File: src/rtl/vm_operand_stack_assert.svh
// Assertion macros shared by the operand stack RTL.
`ifndef VM_OPERAND_STACK_ASSERT_SVH
`define VM_OPERAND_STACK_ASSERT_SVH

// Same-cycle implication, checked on clk, off during reset.
`define VMOS_ASSERT_IMP(lbl, ante, cons, msg) \
    lbl: assert property (@(posedge clk) disable iff (!rst_n) (ante) |-> (cons)) \
        else $error(msg);

// Next-cycle implication, checked on clk, off during reset.
`define VMOS_ASSERT_NXT(lbl, ante, cons, msg) \
    lbl: assert property (@(posedge clk) disable iff (!rst_n) (ante) |=> (cons)) \
        else $error(msg);

`endif

File: src/rtl/vmos_pkg.sv
// Types and constants of the operand stack.
package vmos_pkg;

    localparam int SLOT_W  = 32;
    localparam int VALUE_W = 64;
    localparam int SIZE_W  = 9;
    localparam int MODE_W  = 3;
    localparam int STAT_W  = 2;

    localparam logic [SIZE_W-1:0] CAP_RESET = 9'd256;

    typedef enum logic [MODE_W-1:0] {
        MODE_PUSH_ONE = 3'd0,
        MODE_PUSH_TWO = 3'd1,
        MODE_POP_ONE  = 3'd2,
        MODE_POP_TWO  = 3'd3,
        MODE_PEEK_ONE = 3'd4,
        MODE_PEEK_TWO = 3'd5,
        MODE_SWAP     = 3'd6
    } mode_t;

    typedef enum logic [STAT_W-1:0] {
        ST_OK        = 2'd0,
        ST_OVERFLOW  = 2'd1,
        ST_UNDERFLOW = 2'd2
    } status_t;

    typedef struct packed {
        logic [MODE_W-1:0]  mode;
        logic [VALUE_W-1:0] push_value;
    } req_t;

    typedef struct packed {
        logic [VALUE_W-1:0] read_value;
        logic [STAT_W-1:0]  status;
        logic [SIZE_W-1:0]  size_after;
        logic               is_empty;
    } rsp_t;

    typedef struct packed {
        logic [SIZE_W-1:0] capacity_limit;
    } cfg_t;

endpackage

File: src/rtl/vmos_bank.sv
// One bank of slot storage: single write port, registered read port.
module vmos_bank #(
    parameter int ROWS  = 128,
    parameter int ROW_W = 7
) (
    input  logic                        clk,
    input  logic                        wr_en,
    input  logic [ROW_W-1:0]            wr_row,
    input  logic [vmos_pkg::SLOT_W-1:0] wr_data,
    input  logic                        rd_en,
    input  logic [ROW_W-1:0]            rd_row,
    output logic [vmos_pkg::SLOT_W-1:0] rd_data
);

    logic [vmos_pkg::SLOT_W-1:0] mem [ROWS];

    always_ff @(posedge clk)
    begin
        if (wr_en)
        begin
            mem[wr_row] <= wr_data;
        end
    end

    always_ff @(posedge clk)
    begin
        if (rd_en)
        begin
            rd_data <= mem[rd_row];
        end
    end

endmodule

File: config.mk
export PLATFORM = sky130hd
export DESIGN_NAME = vmos_bank
export DESIGN_NICKNAME = d
export VERILOG_FILES = /design/src/rtl/vm_operand_stack_assert.svh /design/src/rtl/vmos_pkg.sv /design/src/rtl/vmos_bank.sv
export SDC_FILE = /design/constraint.sdc
export NUM_CORES = 2
export LEC_CHECK = 0
export BUFFER_PORTS_ARGS = -buffer_cell sky130_fd_sc_hd__buf_2
export CAP_MARGIN = 10
export CORE_MARGIN = 2
export CORE_UTILIZATION = 55
export CTS_CLUSTER_SIZE = 12
export DETAILED_ROUTE_END_ITERATION = 8
export GPL_ROUTABILITY_DRIVEN = 1
export PLACE_DENSITY = 0.68
export SYNTH_ARGS = -nofsm -noshare
export SYNTH_HDL_FRONTEND = slang
export SYNTH_SLANG_ARGS = --single-unit
File: constraint.sdc
create_clock -name clk -period 5 [get_ports clk]
set_clock_uncertainty 0.1 [all_clocks]
set_input_delay 0 -clock clk [delete_from_list [all_inputs] [get_ports clk]]
set_output_delay 0 -clock clk [all_outputs]
set_load 0.01 [all_outputs]
==> qor.yml <==
clock_tree:
  cts_buffers: 411
  cts_tree: "done"
  cts_sinks: 4128
  ctsHtreeMaxLevel: 5
  insertion_delay_ps: 950
  clock_tree.root_cell: "clkbuf_16"
  clockBufferDepth: 4
  cts_setup_buffers: 0
  path_clk_slew_ps: 50
critical_path:
  arrival_ps: 3730
  startpoint_type: "input port"
  cp_cell_sequence: "dlygate4sd3_1 -> buf_2 -> nor2b_1 -> nand3_2 -> buf_4 -> nor2_4 -> buf_4"
  cpMostUsedCell: "buf_4"
  critPathKind: "in2reg"
  crit_path_end_kind: "flip-flop"
  cpPeakStageDelay_ps: 710
  crit_required_ps: 5450
  r2r_start: "mem[53][19]"
  cp_num_buf_inv: 4
  crit_family: "buffers and inverters"
  critical_path.slowest_cell: "nor2_4"
  cp_max_fo: 19
  crit_start: "wr_row[0]"
routing:
  drtIter0Drc: 12000
  wl_mm: 412
  num_vias: 71900
  via_per_inst: 6.85
  drt_pass1_iterations: 5
  postRouteAntennaNets: 0
  wl_per_cell_um: 39.2
  route.detailed.drc: 0
cells_and_area:
  drive_above_1_share_pct: 35.0
  nets: 6555
  area_delta_synth_final_pct: 12.6
synth:
  yosys.area.top_type: "edfxtp_1"
  ys_types: 16
  avgSynthCellArea_um2: 26.1
  synth_nets: 6039
  ys_ff_latch: 4128
  seq_area_frac_synth_pct: 79.2
  yosys_warnings: 0
  synth_top_area_share_pct: 79.2
  synthCells: 5990
  synthesis.area_um2: 157000
  synthTopCellsByArea: "edfxtp_1, mux4_2, clkbuf_1, nor2_1, buf_2"
global_route:
  grt_pass1_vias: 71400
  grtUsageTotal_pct: 28.9
  grt_max_degree: 98
  met2_usage_pct: 46.3
  met1_usage_pct: 41.1
  antenna_found_initial: 54
  grt_pass1_wl_mm: 572
  use_met3_pct: 4.98
  grt_overflow_total: 0
  grt_busiest_layer: "met2"
sta:
  worstMarginPinSlew_ps: 1220
  setup_slack_ps: 1720
  period_minus_slack_ps: 3280
  slew_violations: 0
  rsz0062_at_grt: "false"
  setup_tns_ps: 0
  hold_violations: 0
  whs_ps: 47.9
  min_period_over_period_pct: 65.6
  fmax_mhz: 305
  finalSetupViolations: 0
  relSlewSlack_pct: 18.5
pwr:
  peakVddDrop_mv: 0.360
  p_leak_nw: 53.8
  powerDensity_nw_per_um2: 394
place:
  place_ws_ps: 1210
  hpwl_mm: 233
  port-buffer-count: 80
  routabilityCongestion: 0.847
worst_hold_path:
  min_path_type: "in2reg"
  worstHoldStart: "wr_data[20]"
die:
  io_pins: 81
  dieArea_um2: 289000
  start_util_pct: 55.4
  fp.dieH_um: 538
  rows: 195
  die_w_um: 538
  core_um2: 283000
status:
  status: "completed"
job:
  max_cap_violations: 0
## path summary, 6_finish.rpt
check                endpoint  slack, ps  depth (start not counted)
setup / recovery   mem[6][21]       1720                          7
hold / removal    mem[28][20]         50                          2
setup reg to reg  rd_data[19]       2110                          4
hold reg to reg    rd_data[1]       1110                          4
## synthesized netlist by cell type (all sizes together)
library cell	count
buf	134
clkbuf	182
edfxtp	4128
mux2	32
mux4	1344
nand2	14
nand2b	2
nand3	12
nand4	3
nor2	122
nor2b	7
nor3	9
or3	1
## state kept, by name, summed over array words and instances (netlist names)
signal,cells
mem,4096
rd_data,32
## cell usage in the layout, fill, tap and decap left out, types with 42 or more instances in the layout
cell type | synthesis | layout
dlygate4sd3_1 | 0 | 46
clkinv_1 | 0 | 57
clkbuf_16 | 0 | 418
edfxtp_1 | 4128 | 4128
mux4_2 | 1344 | 1344
buf_12 | 0 | 56
clkbuf_1 | 182 | 100
diode_2 | 0 | 47
buf_2 | 79 | 42
nor2_4 | 0 | 119
buf_4 | 3 | 271
## metrics by stage
step	power [mW]	area [um2]	instances	util, %
floorplan	40.9	157000	5990	-
global placement	42.8	164000	9790	58.1
detailed placement	42.8	164000	9790	58.1
CTS	69.8	176000	10500	62.3
global route	71.1	176000	10500	62.3
finish	69.5	176000	10500	62.4
## kinds of logic (layout without fill, tap and decap cells)
kind of cell | after synthesis | count (layout) | share of synthesized area, %
buffers and inverters | 316 | 1038 | 0.837
DFF | 4128 | 4128 | 79.2
muxes | 1376 | 1376 | 19.6
other | 0 | 47 | 0
and+or+nand+nor | 170 | 170 | 0.445
## report_power, final
| group | internal, mW | switching, mW |
|---|---|---|
| logic | 1.43 | 2.32 |
| registers | 38.3 | 0.105 |
| clock network | 15.1 | 12.3 |
| total | 54.8 | 14.7 |
## cell type report
cell class / count / area [um2]
Timing Repair Buffer: 419 / 3880
Clock buffer: 518 / 10800
Clock inverter: 101 / 606
Fill cell: 18300 / 106000
Sequential cell: 4128 / 124000
Antenna cell: 47 / 118
Multi-Input combinational cell: 1546 / 32300
Tap cell: 3743 / 4680
## layer usage
| layer | wire length (um) | up-vias |
|---|---|---|
| li1 | - | 27400 |
| met1 | 151000 | 39400 |
| met2 | 203000 | 4466 |
| met3 | 42700 | 623 |
| met4 | 15700 | 14 |
| met5 | 92 | - |
## timing repair
item | CTS | global route
hold endpoints to repair | 2428 | 0
gates resized for setup | 0 | 0
hold buffers | 46 | 0
Note: power is estimated with default switching activity, not from simulation.
