$ cat src/rtl/vm_operand_stack_assert.svh
// Assertion macros shared by the operand stack RTL.
`ifndef VM_OPERAND_STACK_ASSERT_SVH
`define VM_OPERAND_STACK_ASSERT_SVH

// Same-cycle implication, checked on clk, off during reset.
`define VMOS_ASSERT_IMP(lbl, ante, cons, msg) \
    lbl: assert property (@(posedge clk) disable iff (!rst_n) (ante) |-> (cons)) \
        else $error(msg);

// Next-cycle implication, checked on clk, off during reset.
`define VMOS_ASSERT_NXT(lbl, ante, cons, msg) \
    lbl: assert property (@(posedge clk) disable iff (!rst_n) (ante) |=> (cons)) \
        else $error(msg);

`endif

$ cat src/rtl/vmos_pkg.sv
// Types and constants of the operand stack.
package vmos_pkg;

    localparam int SLOT_W  = 32;
    localparam int VALUE_W = 64;
    localparam int SIZE_W  = 9;
    localparam int MODE_W  = 3;
    localparam int STAT_W  = 2;

    localparam logic [SIZE_W-1:0] CAP_RESET = 9'd256;

    typedef enum logic [MODE_W-1:0] {
        MODE_PUSH_ONE = 3'd0,
        MODE_PUSH_TWO = 3'd1,
        MODE_POP_ONE  = 3'd2,
        MODE_POP_TWO  = 3'd3,
        MODE_PEEK_ONE = 3'd4,
        MODE_PEEK_TWO = 3'd5,
        MODE_SWAP     = 3'd6
    } mode_t;

    typedef enum logic [STAT_W-1:0] {
        ST_OK        = 2'd0,
        ST_OVERFLOW  = 2'd1,
        ST_UNDERFLOW = 2'd2
    } status_t;

    typedef struct packed {
        logic [MODE_W-1:0]  mode;
        logic [VALUE_W-1:0] push_value;
    } req_t;

    typedef struct packed {
        logic [VALUE_W-1:0] read_value;
        logic [STAT_W-1:0]  status;
        logic [SIZE_W-1:0]  size_after;
        logic               is_empty;
    } rsp_t;

    typedef struct packed {
        logic [SIZE_W-1:0] capacity_limit;
    } cfg_t;

endpackage

$ cat src/rtl/vmos_chan_if.sv
// Valid/ready channel carrying one payload struct.
interface vmos_chan_if #(
    parameter type payload_t = logic
);
    logic     valid;
    logic     ready;
    payload_t data;

    modport source (output valid, output data, input ready);
    modport sink   (input valid, input data, output ready);
endinterface

$ cat src/rtl/vmos_ctrl.sv
// Request sequencer: reads the top two slots, executes, writes back, reports.
module vmos_ctrl #(
    parameter int DEPTH = 256,
    parameter int ROW_W = 7
) (
    input  logic                              clk,
    input  logic                              rst_n,
    vmos_chan_if.sink                         req,
    vmos_chan_if.source                       rsp,
    input  logic [vmos_pkg::SIZE_W-1:0]       cap_limit,
    output logic [1:0]                        rd_en,
    output logic [1:0][ROW_W-1:0]             rd_row,
    input  logic [1:0][vmos_pkg::SLOT_W-1:0]  rd_data,
    output logic [1:0]                        wr_en,
    output logic [1:0][ROW_W-1:0]             wr_row,
    output logic [1:0][vmos_pkg::SLOT_W-1:0]  wr_data
);

    localparam int SW = vmos_pkg::SIZE_W;
    localparam int DW = vmos_pkg::SLOT_W;
    localparam logic [SW-1:0] DEPTH_CAP = SW'((DEPTH < 511) ? DEPTH : 511);

    typedef enum logic [1:0] {
        S_IDLE = 2'b01,
        S_EXEC = 2'b10
    } state_t;

    state_t              state_reg, state_next;
    logic [SW-1:0]       size_reg, size_next;
    vmos_pkg::req_t      req_reg;
    vmos_pkg::rsp_t      rsp_reg, rsp_next;
    logic                rsp_valid_reg, rsp_valid_next;

    logic                accept;
    logic                exec;
    logic [SW-1:0]       top_idx, below_idx;
    logic [DW-1:0]       top_data, below_data;
    logic [SW-1:0]       usable;
    logic [SW:0]         size_p1, size_p2;
    logic [SW-1:0]       exec_size;
    vmos_pkg::status_t   exec_status;
    logic [vmos_pkg::VALUE_W-1:0] exec_value;
    logic                wa_en, wb_en;
    logic [SW-1:0]       a_idx, b_idx;
    logic [DW-1:0]       a_data, b_data;

    // slot index -> row within its bank (bank is the index LSB)
    function automatic logic [ROW_W-1:0] row_of(input logic [SW-1:0] idx);
        logic [ROW_W+SW-2:0] wide;
        wide = {{ROW_W{1'b0}}, idx[SW-1:1]};
        return wide[ROW_W-1:0];
    endfunction

    assign accept    = req.valid && req.ready;
    assign exec      = (state_reg == S_EXEC);
    assign req.ready = (state_reg == S_IDLE) && (!rsp_valid_reg || rsp.ready);
    assign rsp.valid = rsp_valid_reg;
    assign rsp.data  = rsp_reg;

    assign top_idx    = size_reg - SW'(1);
    assign below_idx  = size_reg - SW'(2);
    assign top_data   = rd_data[top_idx[0]];
    assign below_data = rd_data[~top_idx[0]];
    assign usable     = (cap_limit < DEPTH_CAP) ? cap_limit : DEPTH_CAP;
    assign size_p1    = {1'b0, size_reg} + (SW+1)'(1);
    assign size_p2    = {1'b0, size_reg} + (SW+1)'(2);

    // top two slots always sit in opposite banks
    always_comb
    begin
        rd_en                  = {2{accept}};
        rd_row                 = '0;
        rd_row[top_idx[0]]     = row_of(top_idx);
        rd_row[~top_idx[0]]    = row_of(below_idx);
    end

    always_comb
    begin
        exec_status = vmos_pkg::ST_OK;
        exec_value  = '0;
        exec_size   = size_reg;
        wa_en       = 1'b0;
        wb_en       = 1'b0;
        a_idx       = size_reg;
        b_idx       = size_p1[SW-1:0];
        a_data      = req_reg.push_value[DW-1:0];
        b_data      = req_reg.push_value[DW-1:0];
        unique case (req_reg.mode) inside
            vmos_pkg::MODE_PUSH_ONE:
            begin
                if (size_p1 > {1'b0, usable})
                begin
                    exec_status = vmos_pkg::ST_OVERFLOW;
                end
                else
                begin
                    wa_en     = 1'b1;
                    exec_size = size_p1[SW-1:0];
                end
            end
            vmos_pkg::MODE_PUSH_TWO:
            begin
                if (size_p2 > {1'b0, usable})
                begin
                    exec_status = vmos_pkg::ST_OVERFLOW;
                end
                else
                begin
                    wa_en     = 1'b1;
                    wb_en     = 1'b1;
                    a_data    = req_reg.push_value[2*DW-1:DW];
                    exec_size = size_p2[SW-1:0];
                end
            end
            vmos_pkg::MODE_POP_ONE, vmos_pkg::MODE_PEEK_ONE:
            begin
                if (size_reg == '0)
                begin
                    exec_status = vmos_pkg::ST_UNDERFLOW;
                end
                else
                begin
                    exec_value = {{DW{1'b0}}, top_data};
                    if (req_reg.mode == vmos_pkg::MODE_POP_ONE)
                    begin
                        exec_size = top_idx;
                    end
                end
            end
            vmos_pkg::MODE_POP_TWO, vmos_pkg::MODE_PEEK_TWO:
            begin
                if (size_reg < SW'(2))
                begin
                    exec_status = vmos_pkg::ST_UNDERFLOW;
                end
                else
                begin
                    exec_value = {below_data, top_data};
                    if (req_reg.mode == vmos_pkg::MODE_POP_TWO)
                    begin
                        exec_size = below_idx;
                    end
                end
            end
            vmos_pkg::MODE_SWAP:
            begin
                if (size_reg < SW'(2))
                begin
                    exec_status = vmos_pkg::ST_UNDERFLOW;
                end
                else
                begin
                    wa_en  = 1'b1;
                    wb_en  = 1'b1;
                    a_idx  = top_idx;
                    a_data = below_data;
                    b_idx  = below_idx;
                    b_data = top_data;
                end
            end
            default:
            begin
            end
        endcase
    end

    // a and b are adjacent slots, so they land in different banks
    always_comb
    begin
        wr_en                = '0;
        wr_row               = '0;
        wr_data              = '0;
        wr_en[a_idx[0]]      = exec && wa_en;
        wr_row[a_idx[0]]     = row_of(a_idx);
        wr_data[a_idx[0]]    = a_data;
        wr_en[~a_idx[0]]     = exec && wb_en;
        wr_row[~a_idx[0]]    = row_of(b_idx);
        wr_data[~a_idx[0]]   = b_data;
    end

    always_comb
    begin
        state_next     = state_reg;
        size_next      = size_reg;
        rsp_next       = rsp_reg;
        rsp_valid_next = rsp_valid_reg;
        if (rsp_valid_reg && rsp.ready)
        begin
            rsp_valid_next = 1'b0;
        end
        unique case (state_reg)
            S_IDLE:
            begin
                if (accept)
                begin
                    state_next = S_EXEC;
                end
            end
            S_EXEC:
            begin
                state_next          = S_IDLE;
                size_next           = exec_size;
                rsp_valid_next      = 1'b1;
                rsp_next.read_value = exec_value;
                rsp_next.status     = exec_status;
                rsp_next.size_after = exec_size;
                rsp_next.is_empty   = (exec_size == '0);
            end
            default:
            begin
                state_next = S_IDLE;
            end
        endcase
    end

    always_ff @(posedge clk or negedge rst_n)
    begin
        if (!rst_n)
        begin
            state_reg     <= S_IDLE;
            size_reg      <= '0;
            rsp_valid_reg <= 1'b0;
        end
        else
        begin
            state_reg     <= state_next;
            size_reg      <= size_next;
            rsp_valid_reg <= rsp_valid_next;
        end
    end

    always_ff @(posedge clk)
    begin
        if (accept)
        begin
            req_reg <= req.data;
        end
        rsp_reg <= rsp_next;
    end

    `include "vm_operand_stack_assert.svh"

    `VMOS_ASSERT_IMP(a_size_bound, 1'b1, size_reg <= DEPTH_CAP, "stack size beyond capacity")
    `VMOS_ASSERT_NXT(a_accept_exec, accept, state_reg == S_EXEC, "accepted request not executed")
    `VMOS_ASSERT_NXT(a_exec_rsp, exec, rsp_valid_reg, "executed request gave no response")
    `VMOS_ASSERT_NXT(a_refused_keeps, exec && (exec_status != vmos_pkg::ST_OK), $stable(size_reg), "refused request changed size")
    `VMOS_ASSERT_IMP(a_write_in_exec, wr_en != 2'b00, exec, "slot write outside execute")

endmodule

$ cat src/flat_wrapper.sv
// flat-port wrapper written by rule: the top's interface ports become plain ports
module vmos_ctrl_flat 
#(
    parameter int DEPTH = 256,
    parameter int ROW_W = 7
)
  (clk, rst_n, cap_limit, rd_en, rd_row, rd_data, wr_en, wr_row, wr_data, req_valid, req_data, req_ready, rsp_valid, rsp_data, rsp_ready);
  vmos_chan_if req_i ();
  vmos_chan_if rsp_i ();
  input  logic clk;
  input  logic rst_n;
  input  logic [vmos_pkg::SIZE_W-1:0] cap_limit;
  output logic [1:0] rd_en;
  output logic [1:0][ROW_W-1:0] rd_row;
  input  logic [1:0][vmos_pkg::SLOT_W-1:0] rd_data;
  output logic [1:0] wr_en;
  output logic [1:0][ROW_W-1:0] wr_row;
  output logic [1:0][vmos_pkg::SLOT_W-1:0] wr_data;
  input wire logic [$bits(req_i.valid)-1:0] req_valid;
  input wire logic [$bits(req_i.data)-1:0] req_data;
  output wire logic [$bits(req_i.ready)-1:0] req_ready;
  output wire logic [$bits(rsp_i.valid)-1:0] rsp_valid;
  output wire logic [$bits(rsp_i.data)-1:0] rsp_data;
  input wire logic [$bits(rsp_i.ready)-1:0] rsp_ready;
  assign req_i.valid = req_valid;
  assign req_i.data = req_data;
  assign req_ready = req_i.ready;
  assign rsp_valid = rsp_i.valid;
  assign rsp_data = rsp_i.data;
  assign rsp_i.ready = rsp_ready;
  vmos_ctrl #(.DEPTH(DEPTH), .ROW_W(ROW_W)) u_core (.clk(clk), .rst_n(rst_n), .req(req_i), .rsp(rsp_i), .cap_limit(cap_limit), .rd_en(rd_en), .rd_row(rd_row), .rd_data(rd_data), .wr_en(wr_en), .wr_row(wr_row), .wr_data(wr_data));
endmodule
$ cat config.mk
export PLATFORM = sky130hd
export DESIGN_NAME = vmos_ctrl_flat
export DESIGN_NICKNAME = d
export VERILOG_FILES = /design/src/rtl/vmos_pkg.sv /design/src/rtl/vmos_chan_if.sv /design/src/rtl/vmos_ctrl.sv /design/src/flat_wrapper.sv
export VERILOG_INCLUDE_DIRS = /design/src /design/src/rtl
export SDC_FILE = /design/constraint.sdc
export NUM_CORES = 1
export LEC_CHECK = 0
export BUFFER_PORTS_ARGS = -buffer_cell sky130_fd_sc_hd__buf_2
export CORE_ASPECT_RATIO = 1.75
export CORE_MARGIN = 4
export CORE_UTILIZATION = 40
export CTS_BUF_LIST = sky130_fd_sc_hd__clkbuf_4
export CTS_CLUSTER_SIZE = 30
export DETAILED_ROUTE_END_ITERATION = 6
export GPL_ROUTABILITY_DRIVEN = 0
export PLACE_DENSITY = 0.93
export SYNTH_ARGS = -nofsm -noshare
export SYNTH_HDL_FRONTEND = slang
export SYNTH_SLANG_ARGS = --single-unit
$ cat constraint.sdc
create_clock -name clk -period 7.15 [get_ports clk]
set_input_delay 0.715 -clock clk [delete_from_list [all_inputs] [get_ports clk]]
set_output_delay 0.715 -clock clk [all_outputs]
set_load 0.01 [all_outputs]
==> key figures, run 1 <==
Worst setup path
  – CP max stage cell: dfrtp_1
  – Worst setup SP type: flip-flop
  – Number of buffers and inverters on the critical path: 1
  – WP depth: 10
  – Crit Path Category: reg2out
  – Setup crit end kind: output pin
  – CP cell instances: ha_1, nand3_1, xnor2_1, ha_1, o21ai_0, a2bb2oi_1, o211ai_1, a21oi_1, and2_1, buf_2
  – Req. time, crit path: 6.43 ns
  – CP Launch Point: u_core.size_reg[0]
  – Crit Path Max Fanout: 23
  – Slowest stage delay, CP: 0.80 ns
  – R2R cell count: 10
  – Worst r2r src: u_core.size_reg[0]
  – Worst setup path endpoint: wr_en[1]
  – Reg-to-Reg End: u_core.size_reg[3]
  – Crit path DAT: 3.87 ns
  – CP delay by family, top: compound AO/OA/AOI/OAI gates
  – R2R Setup Slk: 3.45 ns
  – Most used cell, CP: ha_1

GRT
  – First-pass GRT wire length: 5.91 mm
  – Total track usage: 12.5%
  – Initial antenna violation count: 0
  – Grt ovf: 0
  – Vias in the first global route: 1363
  – Largest net degree at the start of global routing: 24

Status
  – Status: completed

Logic synthesis
  – Post-Syn Area: 1940 um^2
  – Yosys cell types: 38
  – Synth warnings: 0
  – Adder-cell share of the synthesized area: 9.68%
  – Main combinational cell family by area after synthesis: buffers and inverters
  – Mux cell area share after synthesis: 1.10%
  – Xor/xnor share of the synthesized area: 15.8%
  – Synthesized flop and latch total: 14
  – Fraction of the mapped netlist area in compound gates: 5.61%
  – Post-synth ARST share: 85.7%
  – Post-Synthesis Cells: 247
  – Post-synth top flop: dfrtp_1
  – Post-synthesis sequential area ratio: 18.6%
  – Simple-Gate Fraction of Synth Area: 19.5%
  – Syn avg cell area: 7.85 um^2
  – EDFF count, synth: 2

Clock network
  – Hold-fix buffers, CTS: 0
  – Latest clock arrival within the worst-skew pair: 0.28 ns
  – Clk sinks: 14
  – Post CTS Setup Buffer Count: 0
  – Clk root buf: clkbuf_4
  – Num CTS Buffers: 3
  – Post-CTS sizing: 0
  – CTS HTree Levels: 1
  – Worst-path clk slew: 0.09 ns
  – Clock buffer depth: 2
  – CTS tree: built

Final layout
  – Filler cell count: 495
  – Area of the multi-input gates: 1230 um^2
  – Sequential Area: 362 um^2
  – N_diodes: 0
  – Synth-to-Final Area Change: 1.48%
  – Number of flip-flops in the largest register: 9
  – Fin nets: 378
  – Layout cells sized above 1: 21.1%

Drt
  – Drt first-iter violations: 46
  – DRC viols: 0
  – Via density: 4.67
  – Post-route ant nets: 0
  – Drt total wl: 4.03 mm
  – DR WL/cell: 12.0 um
  – Detailed-route via count: 1568
  – Drt first pass iters: 4

Pwr
  – Pwr dens: 279 nW/um^2
  – Leakage: 1.03 nW
  – Max VDD drop: 161 uV

Timing
  – Worst Max-Slew Pin Slew: 0.798 ns
  – Final setup vio count: 0
  – Tcrit/Tclk final: 64.2%
  – Worst hold margin: 0.295 ns
  – Fmax: 218 MHz
  – Final Hold Viols: 0
  – PnR worst setup slack: 2.56 ns
  – Max transition margin: 46.8%
  – Clock Skews: 0.00828 ns
  – Post-route minimum period: 4.59 ns
  – Sum Neg Setup Slack: 0 ns
  – Unrepaired setup endpoints after global routing: no
  – Max-slew violations: 0

Floorplanning
  – Std cell rows: 33
  – Initial Util: 41.2%
  – Die width: 60.6 um
  – Chip Height: 100 um
  – CORE AREA: 4710 um^2
  – I/O pin count: 177
  – Die area: 6070 um^2

Place
  – Pre-CTS worst setup slack: 2.95 ns
  – Hpwl dp: 3.35 mm
  – # port buffers: 50

Run
  – Maximum Capacitance Violations: 0

Min path
  – Worst Hold Class: in2async
cells by family after synthesis:
kind of cell,count (synthesis)
other,1
buffers and inverters,86
adders and majority gates,15
and+or+nand+nor,75
xor gates and xnor gates,35
muxes,2
AOI/OAI and AO/OA,19
DFF,14
worst min path at each step:
stage / depth (start not counted) / from / slack (ns) / to
3_3_place_gp: 2 / u_core.state_reg[1] / 0.54 / u_core.state_reg[0]
5_1_grt: 1 / rst_n / 0.31 / u_core.size_reg[8]
4_1_cts: 1 / rst_n / 0.30 / u_core.size_reg[2]
3_5_place_dp: 2 / u_core.state_reg[1] / 0.55 / u_core.state_reg[0]
6_report: 1 / rst_n / 0.30 / u_core.size_reg[2]
2_1_floorplan: 0 / rst_n / 0.42 / u_core.rsp.valid
cell usage after synthesis (all sizes together) (2+ instances only):
master | instances | area [um^2]
xnor2 | 26 | 228
buf | 71 | 516
edfxtp | 2 | 60.1
nor2 | 13 | 48.8
nor2b | 5 | 31.3
inv | 6 | 22.5
nand2 | 27 | 101
nand4 | 5 | 31.3
xor2 | 9 | 78.8
nor3b | 2 | 15.0
clkinv | 2 | 7.51
dfrtp | 11 | 275
ha | 15 | 188
o21ai | 4 | 20.0
and3 | 4 | 40.0
a21oi | 10 | 50.1
and2 | 2 | 12.5
clkbuf | 7 | 26.3
or2 | 2 | 12.5
nand3 | 8 | 40.0
nor3 | 2 | 10.0
metrics by stage:
stage	instance area [um^2]	util [%]	std cells	power, mW
global route	1970	41.8	336	0.598
finish	1970	41.8	336	0.550
detailed placement	1940	41.3	332	0.504
floorplan	2170	-	308	0.408
CTS	1970	41.8	336	0.552
global placement	1940	41.3	332	0.490
layout make-up:
cell class	instances	area share (%)
Clock buffer	3	1.14
Timing Repair Buffer	50	12.7
Clock inverter	1	0.191
Tap cell	52	3.31
Sequential cell	14	18.4
Multi-Input combinational cell	208	62.7
Inverter	8	1.53
layer usage:
layer | up-vias | track usage (%) | wire, um
li1 | 746 | - | -
met1 | 694 | 14.1 | 1420
met2 | 114 | 21.1 | 1950
met3 | 14 | 2.19 | 530
met4 | 0 | 7.35 | 129
met5 | - | 0 | 0
placed cells by master, fill, tap and decap left out, drive strengths merged, types with 3 or more instances in the layout:
cell,instances
clkbuf,3
xor2,9
and3,4
nand4,5
clkinv,3
nor2,13
a21oi,10
nor2b,5
xnor2,26
conb,62
ha,15
nand3,8
inv,6
nand2,27
buf,50
o21ai,4
dfrtp,11
power breakdown:
group          internal (mW)  switching [mW]
Clock                 0.0202          0.0252
Sequential            0.0943          0.0415
Combinational          0.153           0.215
Total                  0.268           0.282
Note: power is estimated with default switching activity, not from simulation.
==> run 2, diff against run 1 <==
CORE_UTILIZATION = 35   (was 40)
PLACE_DENSITY = 0.86   (was 0.93)
clock period = 3.7 ns   (was 7.15 ns; I/O delays follow)
==> run 2 against run 1 <==
Critical path depth increased by 2. Combinational power increased by 110%. Clock skew decreased by 0.0072 ns. Count of clock-buffer cells in the layout increased by 1. Die area increased by 13%. Sequential share of layout area decreased by 0.71 points. Register-to-register slack got worse by 2.6 ns.
==> key figures, run 2 (synthesis results as in run 1) <==
Status
  – Status: completed

Timing
  – Post-route minimum period: 3.46 ns
  – Final Hold Viols: 0 (unchanged)
  – Fmax: 289 MHz
  – Max transition margin: 56.7% (+9.9 points)
  – PnR worst setup slack: 0.240 ns (-2.32 ns)
  – Clock Skews: 0.00104 ns (-0.00724 ns)
  – Final setup vio count: 0 (unchanged)
  – Max-slew violations: 0 (unchanged)
  – Unrepaired setup endpoints after global routing: no
  – Worst hold margin: 0.239 ns (-0.0563 ns)
  – Sum Neg Setup Slack: 0 ns (unchanged)
  – Tcrit/Tclk final: 93.5%
  – Worst Max-Slew Pin Slew: 0.644 ns (-0.154 ns)

Worst setup path
  – Req. time, crit path: 3.33 ns (-3.10 ns)
  – Crit path DAT: 3.09 ns (-0.78 ns)
  – Crit Path Max Fanout: 11 (-52%)
  – Slowest stage delay, CP: 0.65 ns (-0.15 ns)
  – Number of buffers and inverters on the critical path: 2 (+1)
  – CP cell instances: and3_4, and3_4, and3_4, xor2_1, ha_1, o21a_1, a21oi_1, a21oi_1, a21oi_1, buf_4, and2_1, buf_2
  – Reg-to-Reg End: u_core.size_reg[3]
  – Worst r2r src: u_core.size_reg[4]
  – Worst setup SP type: flip-flop
  – CP delay by family, top: simple AND/OR/NAND/NOR gates
  – Crit Path Category: reg2out
  – CP max stage cell: dfrtp_1
  – R2R cell count: 12 (+2)
  – R2R Setup Slk: 0.81 ns (-2.64 ns)
  – Setup crit end kind: output pin

Final layout
  – Cell area after layout: 2050 um^2 (+4.0%)
  – Layout cells sized above 1: 22.8% (+1.6 points)
  – N_diodes: 0 (unchanged)
  – Number of flip-flops in the largest register: 9 (unchanged)
  – Fin nets: 384 (+1.6%)
  – Most common cell after layout, fill and taps aside: conb_1
  – Commonest cells after routing, fill and taps aside: conb_1, buf_2, nand2_1, xnor2_1, ha_1
  – Synth-to-Final Area Change: 5.55%
  – Final core utilization: 38.3% (-3.5 points)
  – Fin cells: 364 (+8.3%)

Drt
  – Post-route ant nets: 0 (unchanged)
  – DRC viols: 0 (unchanged)
  – Drt first pass iters: 4 (unchanged)
  – Drt first-iter violations: 42 (-8.7%)
  – Via density: 4.32 (-7.5%)
  – DR WL/cell: 11.2 um (-6.2%)
  – Drt total wl: 4.09 mm (+1.6%)
  – Detailed-route via count: 1572 (+0.26%)

GRT
  – Largest net degree at the start of global routing: 23 (-4.2%)
  – Vias in the first global route: 1462 (+7.3%)
  – Initial antenna violation count: 0 (unchanged)
  – Total track usage: 11.5% (-1.0 points)
  – First-pass GRT wire length: 6.41 mm (+8.5%)
  – Grt ovf: 0 (unchanged)

Place
  – Hpwl dp: 3.43 mm (+2.4%)
  – # port buffers: 50 (unchanged)
  – Pre-CTS worst setup slack: 0.586 ns (-2.36 ns)
  – Placed cell areas: 2010 um^2 (+3.4%)
  – Placed insts: 359 (+8.1%)

Floorplanning
  – Initial Util: 36.3% (-4.9 points)
  – Die width: 64.3 um (+6.0%)
  – Die area: 6840 um^2 (+13%)
  – CORE AREA: 5340 um^2 (+14%)
  – Chip Height: 106 um (+6.4%)
  – I/O pin count: 177 (unchanged)
  – Std cell rows: 35 (+6.1%)

Clock network
  – Worst-path clk slew: 0.08 ns (about the same)
  – Num CTS Buffers: 3 (unchanged)
  – CTS tree: built
  – Hold-fix buffers, CTS: 1 (+1)
  – Post-CTS sizing: 0 (unchanged)
  – Clk root buf: clkbuf_4
  – Post CTS Setup Buffer Count: 0 (unchanged)
  – Clock buffer depth: 2 (unchanged)
  – Latest clock arrival within the worst-skew pair: 0.28 ns (about the same)
  – Clk sinks: 14 (unchanged)
  – CTS HTree Levels: 1 (unchanged)

Min path
  – Worst Hold Class: in2reg
  – Min-Delay Endpoint: u_core.state_reg[0]
  – WHS Path Cells: 2
  – Hold Crit Start: req_valid

Pwr
  – Leakage: 1.07 nW (+3.3%)
  – Pwr dens: 532 nW/um^2 (+91%)
  – Max VDD drop: 177 uV (+9.7%)
  – Design Power: 1.09 mW (+98%)

Run
  – Maximum Capacitance Violations: 0 (unchanged)
## run 2: cell count changes in the layout (fill, tap and decap cells not counted)
cell,previous run,this run
buf_4,0,5
clkbuf_4,3,4
clkinv_1,3,2
dlygate4sd3_1,0,1
## run 2: layer usage
layer	vias up	routed length (um)	global-route usage, %
li1	757	-	-
met1	702	1550	12.6
met2	104	2000	20.7
met3	9	438	1.59
met4	0	107	6.51
met5	-	0	0
## run 2: cell type report
type                    count  area [um^2]
repair buffers             56          298
fillers                   584         3300
well taps                  74         92.6
multi-input cells         208         1230
flip-flops and latches     14          362
clock buffers               4         30.0
inverters                   8         30.0
## run 2: where the power goes
| part | internal, mW | total, mW | leakage [nW] | switching [mW] |
|---|---|---|---|---|
| Clock | 0.0492 | 0.0994 | 0.0184 | 0.0502 |
| Sequential | 0.183 | 0.204 | 0.167 | 0.0211 |
| Combinational | 0.315 | 0.785 | 0.880 | 0.471 |
| Total | 0.547 | 1.09 | 1.07 | 0.542 |
## run 2: how the worst max path moves through the flow
stage,to,from,cells after the start,slack [ns]
floorplan,wr_en[0],u_core.size_reg[0],11,0.87
global placement,wr_en[0],u_core.size_reg[4],12,0.60
detailed placement,wr_en[0],u_core.size_reg[4],12,0.59
CTS,wr_en[1],u_core.size_reg[4],12,0.24
global route,wr_en[1],u_core.size_reg[4],12,0.01
finish,wr_en[0],u_core.size_reg[4],12,0.24
==> run 3, diff against run 2 <==
GPL_TIMING_DRIVEN = 0   (was unset)
==> run 3 against run 2 <==
Sequential share of layout area down 3.5 points. Setup slack worse by 0.0011 ns. Combinational power up 7.1%. Global-route usage up 1.4 points. Total power up 5.3%. Critical path depth down 2. Count of clock-buffer cells in the layout unchanged. Largest cell class unchanged. Die area unchanged. Routed wire length up 8.2%. Maximum frequency about the same.
==> key figures, run 3 (synthesis results as in run 1) <==
Drt
  – Post-route ant nets: 0 (unchanged)
  – Drt first pass iters: 4 (unchanged)
  – Via density: 4.03 (-6.8%)
  – Detailed-route via count: 1755 (+12%)
  – Drt first-iter violations: 35 (-17%)
  – DR WL/cell: 10.2 um (-9.7%)
  – DRC viols: 0 (unchanged)
  – Drt total wl: 4.43 mm (+8.2%)

Worst setup path
  – Crit Path Category: reg2out
  – Req. time, crit path: 3.33 ns (about the same)
  – Reg-to-Reg End: u_core.size_reg[3]
  – Worst setup SP type: flip-flop
  – R2R Setup Slk: 0.77 ns (-0.04 ns)
  – Crit path DAT: 3.09 ns (about the same)
  – Setup crit end kind: output pin
  – R2R cell count: 10 (-2)
  – Worst r2r src: u_core.size_reg[0]
  – Crit Path Max Fanout: 19 (+8)

Timing
  – Clock Skews: 0.00680 ns (+0.00577 ns)
  – Tcrit/Tclk final: 93.5% (about the same)
  – Unrepaired setup endpoints after global routing: no
  – Final Hold Viols: 0 (unchanged)
  – Worst Max-Slew Pin Slew: 0.669 ns (+0.0253 ns)
  – Max-slew violations: 0 (unchanged)
  – Fmax: 289 MHz (about the same)
  – Worst hold margin: 0.259 ns (+0.0202 ns)
  – Sum Neg Setup Slack: 0 ns (unchanged)
  – PnR worst setup slack: 0.239 ns (-0.00114 ns)
  – Max transition margin: 55.0% (-1.7 points)
  – Post-route minimum period: 3.46 ns (+0.00114 ns)
  – Final setup vio count: 0 (unchanged)

Clock network
  – Clk sinks: 14 (unchanged)
  – CTS tree: built
  – CTS HTree Levels: 1 (unchanged)
  – Clock buffer depth: 2 (unchanged)
  – Clk root buf: clkbuf_4
  – Post CTS Setup Buffer Count: 0 (unchanged)
  – Num CTS Buffers: 3 (unchanged)
  – Worst-path clk slew: 0.09 ns (about the same)
  – Latest clock arrival within the worst-skew pair: 0.27 ns (about the same)

GRT
  – First-pass GRT wire length: 7.14 mm (+11%)
  – Total track usage: 12.9% (+1.4 points)
  – Grt ovf: 0 (unchanged)
  – Initial antenna violation count: 0 (unchanged)
  – Vias in the first global route: 1705 (+17%)
  – Largest net degree at the start of global routing: 20 (-13%)

Final layout
  – Final core utilization: 47.8% (+9.5 points)
  – Synth-to-Final Area Change: 31.6%
  – Most common cell after layout, fill and taps aside: buf_4
  – Filler cell count: 569 (-2.6%)
  – Commonest cells after routing, fill and taps aside: buf_4, conb_1, buf_2, nand2_1, xnor2_1
  – N_diodes: 0 (unchanged)
  – Number of flip-flops in the largest register: 9 (unchanged)
  – Fin nets: 456 (+19%)
  – Layout cells sized above 1: 36.2% (+13 points)

Pwr
  – Psw: 556 uW (+2.6%)
  – Switching Fraction: 48.5% (-1.3 points)
  – Int Pwr: 591 uW (+8.0%)
  – Pwr dens: 449 nW/um^2 (-16%)
  – Comb pwr share: 73.3% (+1.2 points)
  – Seq pwr share: 18.3% (-0.5 points)
  – Max VDD drop: 215 uV (+21%)
  – Clk network pwr share: 8.4% (-0.7 points)
  – Design Power: 1.15 mW (+5.3%)
  – Leakage: 1.42 nW (+33%)

Place
  – Hpwl dp: 3.86 mm (+12%)
  – # port buffers: 50 (unchanged)
  – Pre-CTS worst setup slack: 0.295 ns (-0.291 ns)

Run
  – Maximum Capacitance Violations: 0 (unchanged)

Min path
  – Min-Delay Endpoint: u_core.state_reg[0]
  – Hold Crit Start: req_valid
  – Worst Hold Class: in2reg
  – WHS Path Cells: 2 (unchanged)

Status
  – Status: completed

Floorplanning
  – Die area: 6840 um^2 (unchanged)
  – Die width: 64.3 um (unchanged)
  – I/O pin count: 177 (unchanged)
  – Chip Height: 106 um (unchanged)
  – Initial Util: 36.3% (unchanged)
  – Std cell rows: 35 (unchanged)
  – CORE AREA: 5340 um^2 (unchanged)
## run 3: timing repair
item / in CTS / in global routing
hold endpoints to repair: 11 / 0
endpoints found under the setup margin: 2 / 2
gates resized for setup: 0 / 2
hold buffers: 1 / 0
## run 3: metal layers
layer,global-route usage (%),vias to the layer above,routed length (um)
li1,-,901,-
met1,12.8,742,1660
met2,23.4,101,2110
met3,3.81,11,537
met4,6.81,0,127
met5,0,-,0
## run 3: metrics by stage
stage,cell area [um^2],cells
CTS,2550,436
detailed placement,2510,432
floorplan,2170,308
global route,2550,436
finish,2550,436
global placement,2510,432
## run 3: power by group through the flow
stage	combinational [mW]	clock [mW]	sequential (mW)
6_report	0.841	0.0963	0.210
5_1_grt	0.930	0.105	0.214
4_1_cts	0.836	0.101	0.208
3_5_place_dp	0.836	0	0.212
3_3_place_gp	0.825	0	0.210
2_1_floorplan	0.584	0	0.205
## run 3: layout make-up
cell class,count,area [um^2],share of cell area (%)
Buffer,77,541,21.2
Clock buffer,4,30.0,1.18
Timing Repair Buffer,51,260,10.2
Multi-Input combinational cell,208,1240,48.5
Inverter,8,30.0,1.18
Tap cell,74,92.6,3.63
Sequential cell,14,362,14.2
## run 3: how the worst max path moves through the flow
stage               slack [ns]  cells after the start          startpoint        to
floorplan                 0.87                     11  u_core.size_reg[0]  wr_en[0]
global placement          0.28                     12  u_core.size_reg[0]  wr_en[1]
detailed placement        0.29                     12  u_core.size_reg[0]  wr_en[1]
CTS                       0.16                     10  u_core.size_reg[0]  wr_en[1]
global route             0.006                     12  u_core.size_reg[1]  wr_en[0]
finish                    0.24                     10  u_core.size_reg[0]  wr_en[1]
## run 3: worst max-delay path: stages, from the launching register on
cell and delay (ns):
dfrtp_1 0.45, clkbuf_4 0.31, clkinv_1 0.24, ha_1 0.45, ha_1 0.34, a21oi_1 0.15, o211ai_1 0.14, a21oi_1 0.20
buf_2 0.24, and2_1 0.15, buf_2 0.13
